--- config.mk ---
export PLATFORM = sky130hd
export DESIGN_NAME = iir_order4_direct_form1_unit
export DESIGN_NICKNAME = d
export VERILOG_FILES = /design/src/rtl/iir4_pkg.sv /design/src/rtl/iir_order4_direct_form1_unit.sv
export SDC_FILE = /design/constraint.sdc
export NUM_CORES = 2
export LEC_CHECK = 0
export BUFFER_PORTS_ARGS = -buffer_cell sky130_fd_sc_hd__buf_2
export CAP_MARGIN = 20
export CORE_ASPECT_RATIO = 1.25
export CORE_MARGIN = 2
export CORE_UTILIZATION = 57
export DETAILED_ROUTE_END_ITERATION = 6
export HOLD_SLACK_MARGIN = 0.08
export PLACE_DENSITY = 0.73
export RECOVER_POWER = 25
export SYNTH_ARGS = -nofsm -noshare
export SYNTH_HDL_FRONTEND = slang
export SYNTH_SLANG_ARGS = --single-unit
--- constraint.sdc ---
create_clock -name clk_i -period 13.4 [get_ports clk_i]
set_input_delay 2.01 -clock clk_i [delete_from_list [all_inputs] [get_ports clk_i]]
set_output_delay 2.01 -clock clk_i [all_outputs]
set_load 0.01 [all_outputs]
--- src/rtl/iir4_pkg.sv ---
// shared types and constants for the fourth-order direct form I filter
// no dependencies; imported by iir_order4_direct_form1_unit
package iir4_pkg;

  localparam int unsigned DEF_ORDER = 4;
  localparam int unsigned MAX_ORDER = 4;

  localparam int unsigned RAW_W    = 12;
  localparam int unsigned X_W      = 8;
  localparam int unsigned Y_W      = 32;
  localparam int unsigned TAP_W    = 32;
  localparam int unsigned CFG_W    = 64;
  localparam int unsigned CFG_IDX_W = 3;
  localparam int unsigned ACC_W    = 52;
  localparam int unsigned PROD_W   = 64;
  localparam int unsigned DEN_SHIFT = 16;
  localparam int unsigned OUT_SHIFT = 12;
  localparam int unsigned HIST_DEPTH = 4;
  localparam int unsigned HIST_AW  = 2;
  localparam int unsigned ENTRY_W  = X_W + Y_W;

  localparam logic [CFG_IDX_W-1:0] REG_NUM_01 = 3'd0;
  localparam logic [CFG_IDX_W-1:0] REG_NUM_23 = 3'd1;
  localparam logic [CFG_IDX_W-1:0] REG_NUM_4  = 3'd2;
  localparam logic [CFG_IDX_W-1:0] REG_DEN_12 = 3'd3;
  localparam logic [CFG_IDX_W-1:0] REG_DEN_34 = 3'd4;

  typedef enum logic [2:0] {
    S_IDLE,
    S_TAP0,
    S_NUM,
    S_DEN,
    S_DRAIN,
    S_WB
  } state_e;

  typedef enum logic [1:0] {
    MUL_B0,
    MUL_NUM,
    MUL_DEN
  } mul_sel_e;

endpackage

--- src/rtl/iir_order4_direct_form1_unit.sv ---
// fourth-order direct form I iir filter with a shared multiply-accumulate
// the sample and output history live in one small synchronous memory
// depends on iir4_pkg
//
// channel   dir  handshake               payload
// input     in   in_valid_i / in_stall_o  raw_sample_i
// result    out  out_valid_o / out_stall_i dac_code_o, clipped_o
// config    in   cfg_we_i                 cfg_idx_i, cfg_wdata_i
//
// one item is taken at a time: the next is accepted only after the single
// multiplier has walked the taps, with one history memory read per past
// sample, and the result has been written back.
// reset clears the taps, the write position and the history valid bits.
// a full result register holds the write-back, so a stalled output blocks
// the item after the one waiting to be taken.
module iir_order4_direct_form1_unit
  import iir4_pkg::*;
#(
  parameter int unsigned ORDER = DEF_ORDER
) (
  input  logic                 clk_i,
  input  logic                 rst_ni,
  input  logic                 in_valid_i,
  output logic                 in_stall_o,
  input  logic [RAW_W-1:0]     raw_sample_i,
  output logic                 out_valid_o,
  input  logic                 out_stall_i,
  output logic [X_W-1:0]       dac_code_o,
  output logic                 clipped_o,
  input  logic                 cfg_we_i,
  input  logic [CFG_IDX_W-1:0] cfg_idx_i,
  input  logic [CFG_W-1:0]     cfg_wdata_i
);

  localparam logic [2:0] LAST_K = 3'(ORDER);

  // configuration
  logic [CFG_W-1:0] num01_q, num23_q, den12_q, den34_q;
  logic [TAP_W-1:0] num4_q;

  always_ff @(posedge clk_i or negedge rst_ni) begin
    if (!rst_ni) begin
      num01_q <= '0;
      num23_q <= '0;
      num4_q  <= '0;
      den12_q <= '0;
      den34_q <= '0;
    end else if (cfg_we_i) begin
      unique case (cfg_idx_i)
        REG_NUM_01: num01_q <= cfg_wdata_i;
        REG_NUM_23: num23_q <= cfg_wdata_i;
        REG_NUM_4:  num4_q  <= cfg_wdata_i[TAP_W-1:0];
        REG_DEN_12: den12_q <= cfg_wdata_i;
        REG_DEN_34: den34_q <= cfg_wdata_i;
        default: ;
      endcase
    end
  end

  // control state
  state_e           state_q, state_d;
  logic [2:0]       k_q, k_d;
  logic [HIST_AW-1:0] pos_q;
  logic             out_valid_q;

  logic             rd_en, wr_en, acc_clr, acc_add, mul_en;
  logic [2:0]       rd_k;
  mul_sel_e         mul_sel;
  logic             out_free;

  assign out_free = !(out_valid_q && out_stall_i);

  always_comb begin
    state_d = state_q;
    k_d     = k_q;
    unique case (state_q)
      S_IDLE: begin
        if (in_valid_i) begin
          state_d = S_TAP0;
        end
      end
      S_TAP0: begin
        k_d     = 3'd1;
        state_d = S_NUM;
      end
      S_NUM: state_d = S_DEN;
      S_DEN: begin
        if (k_q == LAST_K) begin
          state_d = S_DRAIN;
        end else begin
          k_d     = k_q + 3'd1;
          state_d = S_NUM;
        end
      end
      S_DRAIN: state_d = S_WB;
      S_WB: begin
        if (out_free) begin
          state_d = S_IDLE;
        end
      end
      default: state_d = S_IDLE;
    endcase
  end

  always_comb begin
    in_stall_o = 1'b1;
    rd_en      = 1'b0;
    rd_k       = k_q + 3'd1;
    wr_en      = 1'b0;
    acc_clr    = 1'b0;
    acc_add    = 1'b0;
    mul_en     = 1'b0;
    mul_sel    = MUL_B0;
    unique case (state_q)
      S_IDLE: begin
        in_stall_o = 1'b0;
        acc_clr    = 1'b1;
      end
      S_TAP0: begin
        mul_en = 1'b1;
        rd_en  = 1'b1;
        rd_k   = 3'd1;
      end
      S_NUM: begin
        acc_add = 1'b1;
        mul_en  = 1'b1;
        mul_sel = MUL_NUM;
      end
      S_DEN: begin
        acc_add = 1'b1;
        mul_en  = 1'b1;
        mul_sel = MUL_DEN;
        rd_en   = (k_q != LAST_K);
      end
      S_DRAIN: acc_add = 1'b1;
      S_WB:    wr_en   = out_free;
      default: ;
    endcase
  end

  always_ff @(posedge clk_i or negedge rst_ni) begin
    if (!rst_ni) begin
      state_q <= S_IDLE;
      k_q     <= 3'd1;
      pos_q   <= '0;
    end else begin
      state_q <= state_d;
      k_q     <= k_d;
      if (wr_en) begin
        pos_q <= pos_q + HIST_AW'(1);
      end
    end
  end

  // history memory: {x, y} per slot, valid bits stand in for the zero reset
  logic [ENTRY_W-1:0]    hist_mem [HIST_DEPTH];
  logic [ENTRY_W-1:0]    rd_data_q;
  logic [HIST_DEPTH-1:0] hist_vld_q;
  logic                  rd_vld_q;
  logic [HIST_AW-1:0]    rd_addr;
  logic [Y_W-1:0]        y_new;
  logic [X_W-1:0]        x_q;

  assign rd_addr = pos_q - rd_k[HIST_AW-1:0];

  always_ff @(posedge clk_i) begin
    if (rd_en) begin
      rd_data_q <= hist_mem[rd_addr];
    end
    if (wr_en) begin
      hist_mem[pos_q] <= {x_q, y_new};
    end
  end

  always_ff @(posedge clk_i or negedge rst_ni) begin
    if (!rst_ni) begin
      hist_vld_q <= '0;
      rd_vld_q   <= 1'b0;
    end else begin
      if (rd_en) begin
        rd_vld_q <= hist_vld_q[rd_addr];
      end
      if (wr_en) begin
        hist_vld_q[pos_q] <= 1'b1;
      end
    end
  end

  // shared multiplier
  logic [X_W-1:0]           x_hist;
  logic [Y_W-1:0]           y_hist;
  logic signed [TAP_W-1:0]  mul_a;
  logic signed [Y_W:0]      mul_b;
  logic signed [TAP_W+Y_W:0] mul_p;
  logic signed [PROD_W-1:0] prod_q;
  logic                     prod_den_q;

  assign x_hist = rd_vld_q ? rd_data_q[ENTRY_W-1 -: X_W] : '0;
  assign y_hist = rd_vld_q ? rd_data_q[Y_W-1:0] : '0;

  function automatic logic [TAP_W-1:0] num_tap(input logic [2:0] k,
                                               input logic [CFG_W-1:0] n01,
                                               input logic [CFG_W-1:0] n23,
                                               input logic [TAP_W-1:0] n4);
    logic [TAP_W-1:0] t;
    case (k)
      3'd1:    t = n01[CFG_W-1:TAP_W];
      3'd2:    t = n23[TAP_W-1:0];
      3'd3:    t = n23[CFG_W-1:TAP_W];
      default: t = n4;
    endcase
    return t;
  endfunction

  function automatic logic [TAP_W-1:0] den_tap(input logic [2:0] k,
                                               input logic [CFG_W-1:0] d12,
                                               input logic [CFG_W-1:0] d34);
    logic [TAP_W-1:0] t;
    case (k)
      3'd1:    t = d12[TAP_W-1:0];
      3'd2:    t = d12[CFG_W-1:TAP_W];
      3'd3:    t = d34[TAP_W-1:0];
      default: t = d34[CFG_W-1:TAP_W];
    endcase
    return t;
  endfunction

  always_comb begin
    case (mul_sel)
      MUL_NUM: begin
        mul_a = $signed(num_tap(k_q, num01_q, num23_q, num4_q));
        mul_b = $signed({{(Y_W-X_W+1){1'b0}}, x_hist});
      end
      MUL_DEN: begin
        mul_a = $signed(den_tap(k_q, den12_q, den34_q));
        mul_b = $signed({y_hist[Y_W-1], y_hist});
      end
      default: begin
        mul_a = $signed(num01_q[TAP_W-1:0]);
        mul_b = $signed({{(Y_W-X_W+1){1'b0}}, x_q});
      end
    endcase
    mul_p = mul_a * mul_b;
  end

  always_ff @(posedge clk_i) begin
    if (state_q == S_IDLE && in_valid_i) begin
      x_q <= raw_sample_i[RAW_W-1 -: X_W];
    end
    if (mul_en) begin
      prod_q     <= $signed(mul_p[PROD_W-1:0]);
      prod_den_q <= (mul_sel == MUL_DEN);
    end
  end

  // accumulator in Q.28; past-output products are floored to Q.28 first
  logic signed [ACC_W-1:0] acc_q;
  logic signed [ACC_W-1:0] term;

  always_comb begin
    if (prod_den_q) begin
      term = -ACC_W'(prod_q >>> DEN_SHIFT);
    end else begin
      term = ACC_W'(prod_q);
    end
  end

  always_ff @(posedge clk_i) begin
    if (acc_clr) begin
      acc_q <= '0;
    end else if (acc_add) begin
      acc_q <= acc_q + term;
    end
  end

  // floor to Q16.16, saturate, then derive the dac code
  logic signed [ACC_W-1:0] acc_sh;
  logic [ACC_W-Y_W:0]      top;
  logic [X_W-1:0]          code;
  logic                    clip;

  assign acc_sh = acc_q >>> OUT_SHIFT;
  assign top    = acc_sh[ACC_W-1:Y_W-1];

  always_comb begin
    if (&top || ~|top) begin
      y_new = acc_sh[Y_W-1:0];
    end else if (acc_sh[ACC_W-1]) begin
      y_new = {1'b1, {(Y_W-1){1'b0}}};
    end else begin
      y_new = {1'b0, {(Y_W-1){1'b1}}};
    end
  end

  always_comb begin
    if (y_new[Y_W-1]) begin
      // values in (-1, 0) truncate to zero without clipping
      code = '0;
      clip = !((&y_new[Y_W-1:16]) && (|y_new[15:0]));
    end else if (|y_new[Y_W-2:24]) begin
      code = '1;
      clip = 1'b1;
    end else begin
      code = y_new[23:16];
      clip = 1'b0;
    end
  end

  // result register
  always_ff @(posedge clk_i or negedge rst_ni) begin
    if (!rst_ni) begin
      out_valid_q <= 1'b0;
    end else if (wr_en) begin
      out_valid_q <= 1'b1;
    end else if (!out_stall_i) begin
      out_valid_q <= 1'b0;
    end
  end

  always_ff @(posedge clk_i) begin
    if (wr_en) begin
      dac_code_o <= code;
      clipped_o  <= clip;
    end
  end

  assign out_valid_o = out_valid_q;

endmodule
# ---- After elaboration in Yosys (flattened, before gate mapping)
# Memories as Yosys holds them, arrays and structs flattened. A register that Yosys moved wholly into a read port is not among the register bits.
# Index checks and enable logic that the tools add are counted.
dict set report totals {
  regBits 436
  ram_bits 160
  in_bits 84
  output_inout_bits 11
  wordCells 107
  memories 1
}
dict set report op_classes {
  n_addsub 5
  multipliers 1
  n_lt_le_gt_ge 3
  n_eq_ne 20
  mux 34
  bitwise 1
  reduce_logical 25
}
# memory words width rd rd_clocked_by_memory_dff wr line_no
set memory_table {}
lappend memory_table {hist_mem 4 40 1 1 1 iir_order4_direct_form1_unit.sv:156} ;# logic [ENTRY_W-1:0] hist_mem [HIST_DEPTH];
# cell n
set ops {}
lappend ops {{32-bit one-hot mux with 3 select lines} 2}
lappend ops {{32-bit 2-to-1 mux} 3}
lappend ops {{33-bit one-hot mux with 2 select lines} 1}
lappend ops {{32-bit by 33-bit multiplier with 64-bit output} 1}
lappend ops {{32-bit one-hot mux with 2 select lines} 1}
lappend ops {{52-bit adder} 1}
lappend ops {{52-bit 2-to-1 mux} 1}
lappend ops {{48-bit negator with 52-bit output} 1}
lappend ops {{3-bit by 2-bit equality test with 1-bit output (second input constant)} 6}
lappend ops {{3-bit one-hot mux with 6 select lines} 1}
lappend ops {{8-bit 2-to-1 mux} 2}
lappend ops {{16-bit AND reduction} 1}
lappend ops {{16-bit OR reduction} 1}
lappend ops {{2-bit AND reduction} 7}
lappend ops {{1-bit 2-to-1 mux} 13}
lappend ops {{3-bit equality test (second input constant)} 4}
lappend ops {{3-bit 2-to-1 mux} 4}
lappend ops {{3-bit by 1-bit equality test with 1-bit output (second input constant)} 3}
lappend ops {{9-bit AND reduction} 1}
lappend ops {{9-bit OR reduction} 1}
lappend ops {{7-bit OR reduction} 1}
lappend ops {{3-bit logical NOT} 2}
lappend ops {{2-bit by 3-bit < comparator with 1-bit output (second input constant)} 2}
lappend ops {{2-bit inequality test (second input constant)} 3}
lappend ops {{other kinds (20)} 26}

# ---- Logic depth before layout (Yosys ltp)
dict set report logic_depth {
  word_depth 8
  mapped_depth 39
  ltp_nobuf 35
}

# ---- Least setup slack after synthesis
# No wires, ideal clock.
dict set report synth_timing {
  kind {register to register}
  startpoint {register k_q[0]}
  endpoint {register prod_q[63], data pin}
  setup_time_ns 0.263
  arrival_ns 9.297
  t_required_ns 13.137
  setup_slack_ns 3.840
  stages_incl_launch_ff 36
  n_path_buf 5
  path_cell_list {dfstp_2 -> inv_1 -> ha_1 -> nor2b_1 -> clkbuf_1 -> clkbuf_1 -> buf_1 -> a21oi_1 -> o221ai_1 -> o21a_1 -> clkbuf_1 -> nand2_1 -> inv_1 -> fa_1 -> fa_1 -> fa_1 -> fa_1 -> inv_1 -> fa_1 -> inv_1 -> fa_1 -> inv_1 -> fa_1 -> inv_1 -> fa_1 -> ha_1 -> clkbuf_1 -> a21o_1 -> a21o_1 -> a21o_1 -> a21o_1 -> a21o_1 -> a21oi_1 -> nor2b_1 -> a311oi_1 -> xnor2_1}
}
dict set report synth_between {
  elab_chain_len 4
}
# element line_no
set synth_rtl {}
lappend synth_rtl {{start: declaration} iir_order4_direct_form1_unit.sv:62} ;# logic [2:0] k_q, k_d;
lappend synth_rtl {{start signal: assignment} iir_order4_direct_form1_unit.sv:148} ;# k_q <= k_d;
lappend synth_rtl {{3-bit by 2-bit equality test with 1-bit output or 3-bit by 1-bit equality test with 1-bit output (tied branches)} {iir_order4_direct_form1_unit.sv:206, iir_order4_direct_form1_unit.sv:219}}
lappend synth_rtl {{32-bit one-hot mux with 3 select lines (on tied branches)} {iir_order4_direct_form1_unit.sv:219, iir_order4_direct_form1_unit.sv:206}}
lappend synth_rtl {{32-bit one-hot mux with 2 select lines *} iir_order4_direct_form1_unit.sv:229} ;# case (mul_sel)
lappend synth_rtl {{32-bit by 33-bit multiplier with 64-bit output *} iir_order4_direct_form1_unit.sv:243} ;# mul_p = mul_a * mul_b;
lappend synth_rtl {{net mul_p[63]} iir_order4_direct_form1_unit.sv:194} ;# logic signed [TAP_W+Y_W:0] mul_p;
lappend synth_rtl {{end signal: assignment} iir_order4_direct_form1_unit.sv:251} ;# prod_q <= $signed(mul_p[PROD_W-1:0]);
lappend synth_rtl {{end: declaration} iir_order4_direct_form1_unit.sv:195} ;# logic signed [PROD_W-1:0] prod_q;
# Mark *: on every way through the listed nets, which the timed path passes. The rest lies on a longest branch.
# A chain may end at the register's enable or synchronous reset.

# ---- Worst setup path in the final report
dict set report layout_timing {
  startpoint {register state_q[0]}
  endpoint {register prod_q[63], data pin}
}
dict set report layout_between {
  elab_chain_len 5
}
# element line_no
set layout_rtl {}
lappend layout_rtl {{start: declaration} iir_order4_direct_form1_unit.sv:61} ;# state_e state_q, state_d;
lappend layout_rtl {{start signal: assignment} iir_order4_direct_form1_unit.sv:147} ;# state_q <= state_d;
lappend layout_rtl {{3-bit by 2-bit equality test with 1-bit output} iir_order4_direct_form1_unit.sv:114} ;# unique case (state_q)
lappend layout_rtl {{2-bit one-hot mux with 2 select lines *} iir_order4_direct_form1_unit.sv:114}
lappend layout_rtl {{2-bit equality test or 2-bit by 1-bit equality test with 1-bit output (tied branches)} iir_order4_direct_form1_unit.sv:229}
lappend layout_rtl {{32-bit one-hot mux with 2 select lines or 33-bit one-hot mux with 2 select lines (tied branches)} iir_order4_direct_form1_unit.sv:229}
lappend layout_rtl {{32-bit by 33-bit multiplier with 64-bit output *} iir_order4_direct_form1_unit.sv:243}
lappend layout_rtl {{net mul_p[63]} iir_order4_direct_form1_unit.sv:194}
# Marks and branches as above.

==> flow_summary.toml <==
[placement]
globalplace.congestion = 1.00
io_buffers = 90
pre_cts_slack_ns = 2.02
dp_hpwl_um = 137000

[finish]
num-fill-cells = 9137
syn_to_final_growth_pct = 7.23
num-nets-final = 7624
multi_input_area_um2 = 42700
seq_area_um2 = 17100
drive_above_1_share = 0.121
fin_util = 0.615

[hold_path]
hp-class = "reg -> reg"

[clock_network]
hold_buffers = 0
cts_setup_buffers = 0
cts_tree = "done"
htreeDepth = 3
cts_made_buffers = 68
cts_root_buf = "clkbuf_16"
clk_pin_slew_ns = 0.06
clock_sinks = 636
clk_latency_ns = 0.68
cts_resized = 0
cts.path.max_buffers = 3

[critical_path]
critPathArrivalTime_ns = 12.47
worstPathRequired_ns = 13.82
cp_common_cell = "fa_1"
worst_setup_path_end_kind = "register"
worst-path-max-fanout = 19
critPathSlowestCell = "inv_1"
slowest_delay_ns = 0.97
cp-start-kind = "register"
crit_type = "reg -> reg"

[routing]
route.detailed.wl_per_inst_um = 24.2
antenna_left = 0
viasPerCell = 6.04
drt_wl_total_um = 187000
via_count = 46800
drtPass1Iterations = 6
drtIter0Drc = 4066
drc = 0

[run_status]
status = "finished, violations left"
failed_checks = "capacitance limit, slew limit"

[sta]
setup_slack_ns = 1.35
max_freq_mhz = 83.0
worst_clock_skew_ns = 0.0426
worst_slew_pin_slew_ns = 7.27
setup_viol = 0
period_minus_slack_ns = 12.05
min_period_over_period = 0.899
fin_tns_setup_ns = 0
maxSlewHeadroom = -3.85
hold-worst-slack_ns = 0.458
hold_violations = 0
slew_viol_final = 285
grt_setup_unrepaired = "false"

[synth]
yosys.area_share.adder = 0.382
ys_ff_latch = 636
synth_xor_area_frac = 0.0208
synth_top_family_by_area = "adder cells"
ys_seq_area_frac = 0.264
synth_flop_cell = "dfrtp_1"
netlist_area_um2 = 64700
synthCells = 6240
yosys.area_share.simple = 0.112
async_reset_ff_frac = 0.475
synth_warnings = 0
yosysUniqueCellTypes = 81
synth.area.mux_share = 0.0763
syn_nets = 7653
synth_edf_count = 282
syn_area_per_cell_um2 = 10.4
synth-compound-area-share = 0.0639

[floorplanning]
die_area_um2 = 116000
die_x_um = 305
rows = 138
initial_utilization = 0.573
die_h_um = 381
ios = 95
coreArea_um2 = 113000

[global_route]
busiest_layer = "met2"
overflow = 0
met2_usage = 0.535
grt_use_met3 = 0.0801
grt_usage = 0.334
use_met1 = 0.402
grt_pass1_vias = 50500
grt_start_max_net_pins = 138
antenna_found_initial = 11
grt_pass1_wl_um = 293000

[flow_run]
drv_cap = 4
==> layout by cell type, fill, tap and decap left out, types with 19 or more instances in the layout <==
cell and n:
o21ai_0 81, xor2_1 43, buf_4 115, mux4_2 41, nor3_1 40, mux2_2 336, ha_1 244, a21o_1 82
a21oi_1 216, a31oi_1 22, dfrtp_1 301, mux2i_1 21, inv_1 1072, dfxtp_1 52, edfxtp_1 282, and2_1 48
a22oi_1 40, nand2b_1 39, or3_1 26, o21a_1 23, clkbuf_16 68, fa_1 1083, xnor2_1 110, nor2_1 584
nand3_1 74, nor4_1 38, nand4_1 19, clkbuf_1 24, buf_2 88, nand2_1 705
==> synth_stat cells (54+ instances only) <==
library cell,n,share of area
a21o_1,82,0.0095
a21oi_1,216,0.017
clkbuf_1,281,0.016
dfrtp_1,301,0.12
edfxtp_1,282,0.13
fa_1,1083,0.33
ha_1,246,0.048
inv_1,1072,0.062
mux2_2,336,0.058
nand2_1,705,0.041
nand3_1,75,0.0058
nor2_1,588,0.034
nor3_1,54,0.0042
o21ai_0,83,0.0064
xnor2_1,111,0.015
==> cells by family (layout without fill, tap and decap cells) <==
family,Yosys count,after routing
XOR/XNOR,154,154
flip-flops,636,636
buffers and inverters,1388,1411
adder cells (fa/ha/maj),1329,1329
multiplexers,400,400
other,0,9
AO/OA/AOI/OAI,643,643
AND/OR/NAND/NOR,1690,1690
==> state kept, by name, summed over array words and instances, names as in the netlist, 2 cells and up <==
signal and cells:
num4_q 32, dac_code_o 8, den34_q 64, state_q 3
hist_mem 160, prod_q 64, acc_q 52, rd_data_q 40
num01_q 64, num23_q 64, den12_q 64, x_q 8
hist_vld_q 4, k_q 3, pos_q 2
==> critical path: cells and delay by family, from the launching register on <==
family	cells	cell delay (ns)
simple gates	5	1.35
flops	1	0.95
xor+xnor	1	0.12
compound gates	8	3.15
fa+ha+maj	9	4.57
buf+inv	6	1.58
==> final timing paths <==
kind	start	end	slack, ns	depth (start not counted)
setup / recovery	state_q[0]$_DFFE_PN0P_	prod_q[63]$_DFFE_PP_	1.35	29
max in group asynchronous	rst_ni	den34_q[20]$_DFFE_PN0P_	5.28	1
setup reg to reg	state_q[0]$_DFFE_PN0P_	prod_q[63]$_DFFE_PP_	1.35	29
min in group asynchronous	rst_ni	den12_q[51]$_DFFE_PN0P_	4.08	1
hold reg to reg	acc_q[8]$_SDFFE_PN0P_	acc_q[8]$_SDFFE_PN0P_	0.46	2
hold / removal	acc_q[8]$_SDFFE_PN0P_	acc_q[8]$_SDFFE_PN0P_	0.46	2
==> cell type report <==
cell class / count / area share
Antenna cell: 9 / 0.000324
Tap cell: 1470 / 0.0265
Inverter: 1073 / 0.0580
Clock inverter: 31 / 0.00598
Multi-Input combinational cell: 4216 / 0.616
Sequential cell: 636 / 0.246
Clock buffer: 91 / 0.0268
Timing Repair Buffer: 216 / 0.0210
==> metrics by stage <==
stage	std cells	area (um2)
floorplan	6240	64700
global placement	7608	67100
detailed placement	7608	67100
CTS	7730	69400
global route	7737	69400
finish	7742	69400
==> layer usage <==
| layer | wire length, um | part of all wire | vias up |
|---|---|---|---|
| li1 | - | - | 19700 |
| met5 | 37 | 0.00020 | - |
| met1 | 66400 | 0.35 | 23900 |
| met4 | 15100 | 0.081 | 6 |
| met2 | 87600 | 0.47 | 2405 |
| met3 | 18200 | 0.097 | 766 |
Power is left out: the tool's default activity adds up to more than one toggle a clock period on the data nets, which glitch-free logic cannot reach.
